File: src/rtl/sbq_pkg.sv
`timescale 1ns / 1ps
`default_nettype none
// ---------------------------------------------------------------------------
// sbq_pkg
// types, widths and arithmetic helpers shared by the stereo biquad filter
// ---------------------------------------------------------------------------
package sbq_pkg;

    localparam int WORD_BITS      = 32;
    localparam int SAMPLE_BITS    = 32;
    localparam int COEF_BITS      = 32;
    localparam int COEF_FRAC_BITS = 28;
    localparam int PROD_W         = COEF_BITS + SAMPLE_BITS;
    // five products plus the rounding term
    localparam int ACC_W          = PROD_W + 3;
    localparam int SHR_W          = ACC_W - COEF_FRAC_BITS;
    localparam int CFG_IDX_BITS   = 3;

    localparam logic signed [ACC_W-1:0] ROUND_K =
        {{(ACC_W-1){1'b0}}, 1'b1} << (COEF_FRAC_BITS - 1);
    localparam logic signed [SHR_W-1:0] SAT_MAX =
        {{(SHR_W-SAMPLE_BITS+1){1'b0}}, {(SAMPLE_BITS-1){1'b1}}};
    localparam logic signed [SHR_W-1:0] SAT_MIN =
        {{(SHR_W-SAMPLE_BITS+1){1'b1}}, {(SAMPLE_BITS-1){1'b0}}};
    localparam logic signed [COEF_BITS-1:0] COEF_ONE =
        {{(COEF_BITS-1){1'b0}}, 1'b1} << COEF_FRAC_BITS;

    typedef enum logic [CFG_IDX_BITS-1:0] {
        REG_B0 = 3'd0,
        REG_B1 = 3'd1,
        REG_B2 = 3'd2,
        REG_A1 = 3'd3,
        REG_A2 = 3'd4
    } t_reg_idx;

    typedef struct packed {
        logic signed [WORD_BITS-1:0] left_sample;
        logic signed [WORD_BITS-1:0] right_sample;
        logic                        block_end;
    } t_in_word;

    typedef struct packed {
        logic signed [WORD_BITS-1:0] left_result;
        logic signed [WORD_BITS-1:0] right_result;
        logic                        block_end_out;
    } t_out_word;

    typedef struct packed {
        logic signed [COEF_BITS-1:0] b0;
        logic signed [COEF_BITS-1:0] b1;
        logic signed [COEF_BITS-1:0] b2;
        logic signed [COEF_BITS-1:0] a1;
        logic signed [COEF_BITS-1:0] a2;
    } t_coefs;

    // stage enables and the sum-stage busy flag from the pipeline control to every lane
    typedef struct packed {
        logic p_en;
        logic s_en;
        logic f_en;
        logic s_busy;
    } t_lane_ctl;

    // drop the fraction bits (rounding term added by the caller), then clamp to the sample range
    function automatic logic signed [SAMPLE_BITS-1:0] f_saturate(
        input logic signed [ACC_W-1:0] acc
    );
        logic signed [ACC_W-1:0]       shr;
        logic signed [SHR_W-1:0]       val;
        logic signed [SAMPLE_BITS-1:0] res;
        shr = acc >>> COEF_FRAC_BITS;
        val = signed'(shr[SHR_W-1:0]);
        if (val > SAT_MAX) begin
            res = SAT_MAX[SAMPLE_BITS-1:0];
        end else if (val < SAT_MIN) begin
            res = SAT_MIN[SAMPLE_BITS-1:0];
        end else begin
            res = val[SAMPLE_BITS-1:0];
        end
        return res;
    endfunction

endpackage
`default_nettype wire

File: src/rtl/sbq_ctrl.sv
`timescale 1ns / 1ps
`default_nettype none
// ---------------------------------------------------------------------------
// sbq_ctrl
// valid tracking and stage enables for the three stage filter pipeline
// ---------------------------------------------------------------------------
module sbq_ctrl (
    input  logic               i_clk,
    input  logic               i_rst_n,
    input  logic               i_in_valid,
    output logic               o_in_stall,
    output logic               o_out_valid,
    input  logic               i_out_stall,
    output sbq_pkg::t_lane_ctl o_ctl
);
    import sbq_pkg::*;

    logic r_p_valid;
    logic r_s_valid;
    logic r_o_valid;
    logic w_p_en;
    logic w_s_en;
    logic w_f_en;

    assign w_f_en     = r_s_valid && (!r_o_valid || !i_out_stall);
    assign w_s_en     = r_p_valid && (!r_s_valid || w_f_en);
    assign o_in_stall = r_p_valid && !w_s_en;
    assign w_p_en     = i_in_valid && !o_in_stall;

    always_ff @(posedge i_clk) begin
        if (!i_rst_n) begin
            r_p_valid <= 1'b0;
            r_s_valid <= 1'b0;
            r_o_valid <= 1'b0;
        end else begin
            r_p_valid <= w_p_en || (r_p_valid && !w_s_en);
            r_s_valid <= w_s_en || (r_s_valid && !w_f_en);
            r_o_valid <= w_f_en || (r_o_valid && i_out_stall);
        end
    end

    assign o_out_valid  = r_o_valid;
    assign o_ctl.p_en   = w_p_en;
    assign o_ctl.s_en   = w_s_en;
    assign o_ctl.f_en   = w_f_en;
    assign o_ctl.s_busy = r_s_valid;

endmodule
`default_nettype wire

File: config.mk
export PLATFORM = sky130hd
export DESIGN_NAME = sbq_ctrl
export DESIGN_NICKNAME = d
export VERILOG_FILES = /design/src/rtl/sbq_pkg.sv /design/src/rtl/sbq_ctrl.sv
export SDC_FILE = /design/constraint.sdc
export NUM_CORES = 1
export LEC_CHECK = 0
export ABC_AREA = 1
export ABC_CLOCK_PERIOD_IN_PS = 900
export BUFFER_PORTS_ARGS = -buffer_cell sky130_fd_sc_hd__buf_4
export CAP_MARGIN = 20
export CORE_AREA = 10 10 47 49
export CTS_CLUSTER_SIZE = 10
export DETAILED_ROUTE_END_ITERATION = 10
export DIE_AREA = 0 0 57 59
export HOLD_SLACK_MARGIN = 0.05
export PLACE_DENSITY = 0.3
export SYNTH_ARGS = -nofsm -noshare
export SYNTH_HDL_FRONTEND = slang
export SYNTH_SLANG_ARGS = --single-unit
File: constraint.sdc
create_clock -name i_clk -period 0.9 [get_ports i_clk]
set_input_delay 0.135 -clock i_clk [delete_from_list [all_inputs] [get_ports i_clk]]
set_output_delay 0.135 -clock i_clk [all_outputs]
set_load 0.01 [all_outputs]
## Word level (Yosys, flattened, before mapping)

Cells that the tools add are included.

- Reduce and logical (&&, ||, !) cells: 17

Operators by type and width:

| operator | number |
|---|---|
| logical AND 1 bit | 6 |
| logical NOT 1 bit | 6 |
| logical OR 1 bit | 5 |

- Logic and storage cells: 20
- Register bits after elaboration: 3

## Logic depth before layout (Yosys ltp)

- Depth in word-level cells: 10
- Depth in mapped cells: 4
- Gate-level depth less buffers: 3

## Least setup slack after synthesis

Ideal clock, no wire load.

- Kind: reg-to-output
- Start: register r_o_valid (netlist: o_out_valid)
- End: output port o_ctl[3] (netlist bit)
- Arrival time: 0.833 ns
- Buffers on the path: 1
- Required time: 0.765 ns
- Path slack: -0.068 ns
- Cell stages (with the launch flop): 5
- Path through: dfxtp_1 -> nand4_1 -> inv_1 -> nor2_1 -> buf_4

- Word-level cells in the longest chain between the ends: 9

RTL lines:

| what | RTL line | RTL |
|---|---|---|
| from (decl) | sbq_ctrl.sv:20 | `logic r_o_valid;` |
| from (signal assigned) | sbq_ctrl.sv:38 | `r_o_valid <= w_f_en \|\| (r_o_valid && i_out_stall);` |
| logical NOT 1 bit | sbq_ctrl.sv:25 | `assign w_f_en = r_s_valid && (!r_o_valid \|\| !i_out_stall);` |
| logical OR 1 bit | sbq_ctrl.sv:25 |  |
| logical AND 1 bit | sbq_ctrl.sv:25 |  |
| logical OR 1 bit | sbq_ctrl.sv:26 | `assign w_s_en = r_p_valid && (!r_s_valid \|\| w_f_en);` |
| logical AND 1 bit | sbq_ctrl.sv:26 |  |
| logical NOT 1 bit | sbq_ctrl.sv:27 | `assign o_in_stall = r_p_valid && !w_s_en;` |
| logical AND 1 bit | sbq_ctrl.sv:27 |  |
| named net o_in_stall | sbq_ctrl.sv:11 | `output logic o_in_stall,` |
| logical NOT 1 bit | sbq_ctrl.sv:28 | `assign w_p_en = i_in_valid && !o_in_stall;` |
| logical AND 1 bit | sbq_ctrl.sv:28 |  |
| to (decl) | sbq_ctrl.sv:14 | `output sbq_pkg::t_lane_ctl o_ctl` |

The timed path passes the listed nets, and every way through them passes these cells.

==> impl_metrics.ini <==
[synth]
syn_nets = 26
synth_top_area_share_pct = 38.71
yosys-mux-area-fraction_pct = 0
yosysTopAreaCell = dfxtp_1
yosysMostFrequentCell = inv_1
synthCells = 22
synth_compound_area_share_pct = 12.90
synth.distinct_cells = 8
synthTopCellsByArea = dfxtp_1, buf_4, inv_1, a21oi_1, nand2_1
synth_ff_type = dfxtp_1
syn_avg_cell_area_um2 = 7.052
synth_edf_count = 0
yosysWarnings = 0
ys_ff_latch = 3
synth_top_family_by_area = buffers and inverters
synthSimpleGateAreaFrac_pct = 14.52
ys_async_sr_fraction_pct = 0
yosys.area_share.adder_pct = 0
ys_seq_area_share_pct = 38.71
synth-xor-area-share_pct = 0
synth_area_um2 = 155.1
yosys-top-cells-count = inv_1, a21oi_1, buf_4

[floorplanning]
fp.dieArea_um2 = 3363
start_util_pct = 11.07
placementRows = 14
die_w_um = 57
ios = 10
die_h_um = 59
core_um2 = 1401

[layout]
layout-drive-gt1-share_pct = 55.88
multiInputGateArea_um2 = 46.29
nets = 39
design_area_um2 = 279.0
seqCellArea_um2 = 62.56
nFillCells = 169
finish.utilization_pct = 19.91
antenna_cells = 0
area_delta_synth_final_pct = 79.84

[sta]
fin_crit_ns = 1.106
slew-limit-headroom_pct = 91.23
setup_viol = 6
fmaxAchievable_ghz = 0.9039
worst_slew_pin_slew_ns = 0.1312
tns_ns = -0.7113
hold_viol_final = 0
holdWs_ns = 0.1670
fin_crit_sh_pct = 122.9
drv_slew = 0
rsz0062_at_grt = true
layout_setup_ws_ns = -0.2063
clock_skew_ns = 0.001540

[power]
irDropWorstVdd_uv = 719.2
p_per_area_nw_per_um2 = 1603
p_leak_nw = 0.1464

[detailed_routing]
drc_errors = 0
vias_per_cell = 3.260
drtAntennaViolNets = 0
drt_iter0_markers = 0
firstDrtPassIters = 1
vias = 163
wl_per_cell_um = 8.700
drt_wl_total_um = 435

[global_routing]
first_global_vias = 160
grt_usage_pct = 2.982
grt_pass1_wl_um = 655
grt_overflow = 0
antenna_found_initial = 0
grt_max_degree = 5

[outcome]
status = finished, violations left
violations = setup timing

[worst_hold_path]
hold_path_end = r_p_valid
hold_depth = 3
hold_start = i_rst_n
hold_path.class = in -> reg

[worst_setup_path]
critPathLaunchType = flip-flop
r2r_end = r_p_valid
required_ns = 0.76
r2r-start = r_s_valid
critPathArrivalTime_ns = 0.97
cp_max_fo = 4
end_kind = primary output
crit_type = reg -> out
r2r.worst_path.cells = 2
reg2reg_slack_ns = 0.22

[flow_run]
maxCapViolCount = 0

[clock_tree]
cts_sinks = 3
clock_path_buffers = 2
tritoncts = built
root_buffer = clkbuf_4
clkTransAtPathRegs_ns = 0.04
clk-insertion-delay-late_ns = 0.24
h-tree-depth = 1
cts_buffers = 3

[placed_design]
dpl_cell_area_um2 = 221.5
hpwlAfterDp_um = 343
place.gp.congestion = 0.6593
io_buffers = 9
## flip-flops by register name, summed over array words and instances, names as in the netlist
signal and flops:
o_out_valid 1, r_s_valid 1, r_p_valid 1
## how the worst max path moves through the flow
| stage | start | endpoint | cells after the start | slack [ns] |
|---|---|---|---|---|
| 2_1_floorplan | o_out_valid | o_ctl[3] | 4 | 0.02 |
| 3_3_place_gp | r_s_valid | o_ctl[3] | 4 | -0.002 |
| 3_5_place_dp | r_s_valid | o_ctl[3] | 4 | 0.0003 |
| 4_1_cts | o_out_valid | o_ctl[3] | 4 | -0.23 |
| 5_1_grt | r_s_valid | o_ctl[3] | 4 | -0.29 |
| 6_report | r_s_valid | o_ctl[3] | 4 | -0.21 |
## critical path, cell delays in order (launching register included)
cell and delay, ns:
dfxtp_2 0.33, nand4_1 0.14, inv_2 0.09, nor2_1 0.04
buf_4 0.13
## stage by stage
step           instances  power [mW]  worst slack [ns]
4_1_cts               49      0.4563           -0.2300
6_report              50      0.4472           -0.2063
3_3_place_gp          44      0.1987         -0.001632
3_5_place_dp          44      0.1996         0.0002857
5_1_grt               50      0.4878           -0.2880
2_1_floorplan         22      0.1764           0.01616
## final cells by class
type,instances,share of cell area [%]
repair buffers,12,36.32
well taps,16,7.175
multi-input cells,9,16.59
clock buffers,4,9.417
inverters,6,8.072
flip-flops and latches,3,22.42
## layer usage
metal	wire [um]	up-vias	global-route usage, %
met5	0	-	0
met4	0	0	2.013
met3	119	0	5.579
met2	124	15	2.171
met1	191	61	2.732
li1	-	87	-
## report_power, final
part	internal, mW	total, mW	switching (mW)	leakage, nW
registers	0.141	0.145	0.00464	0.0255
logic	0.0356	0.0610	0.0254	0.106
clock network	0.166	0.241	0.0744	0.0150
## placed cells by master, fill, tap and decap left out
master and n:
a21oi_1 3, a21oi_2 1, buf_4 9, buf_6 3, clkbuf_1 1, clkbuf_4 3
dfxtp_1 1, dfxtp_2 2, inv_1 5, inv_2 1, nand2_1 2, nand3_1 1
nand4_1 1, nor2_1 1
## timing repair
item | CTS | global route
buffers inserted | 1 | 1
gates resized for setup | 4 | 1
hold buffers | 0 | 0
pin swaps | 2 | 1
endpoints found under the setup margin | 4 | 5
cloned | 0 | 0
## cells by family after synthesis
group           after synthesis
compound gates                4
buf+inv                      10
simple gates                  5
flops                         3
Power figures use the tool's default switching activity.
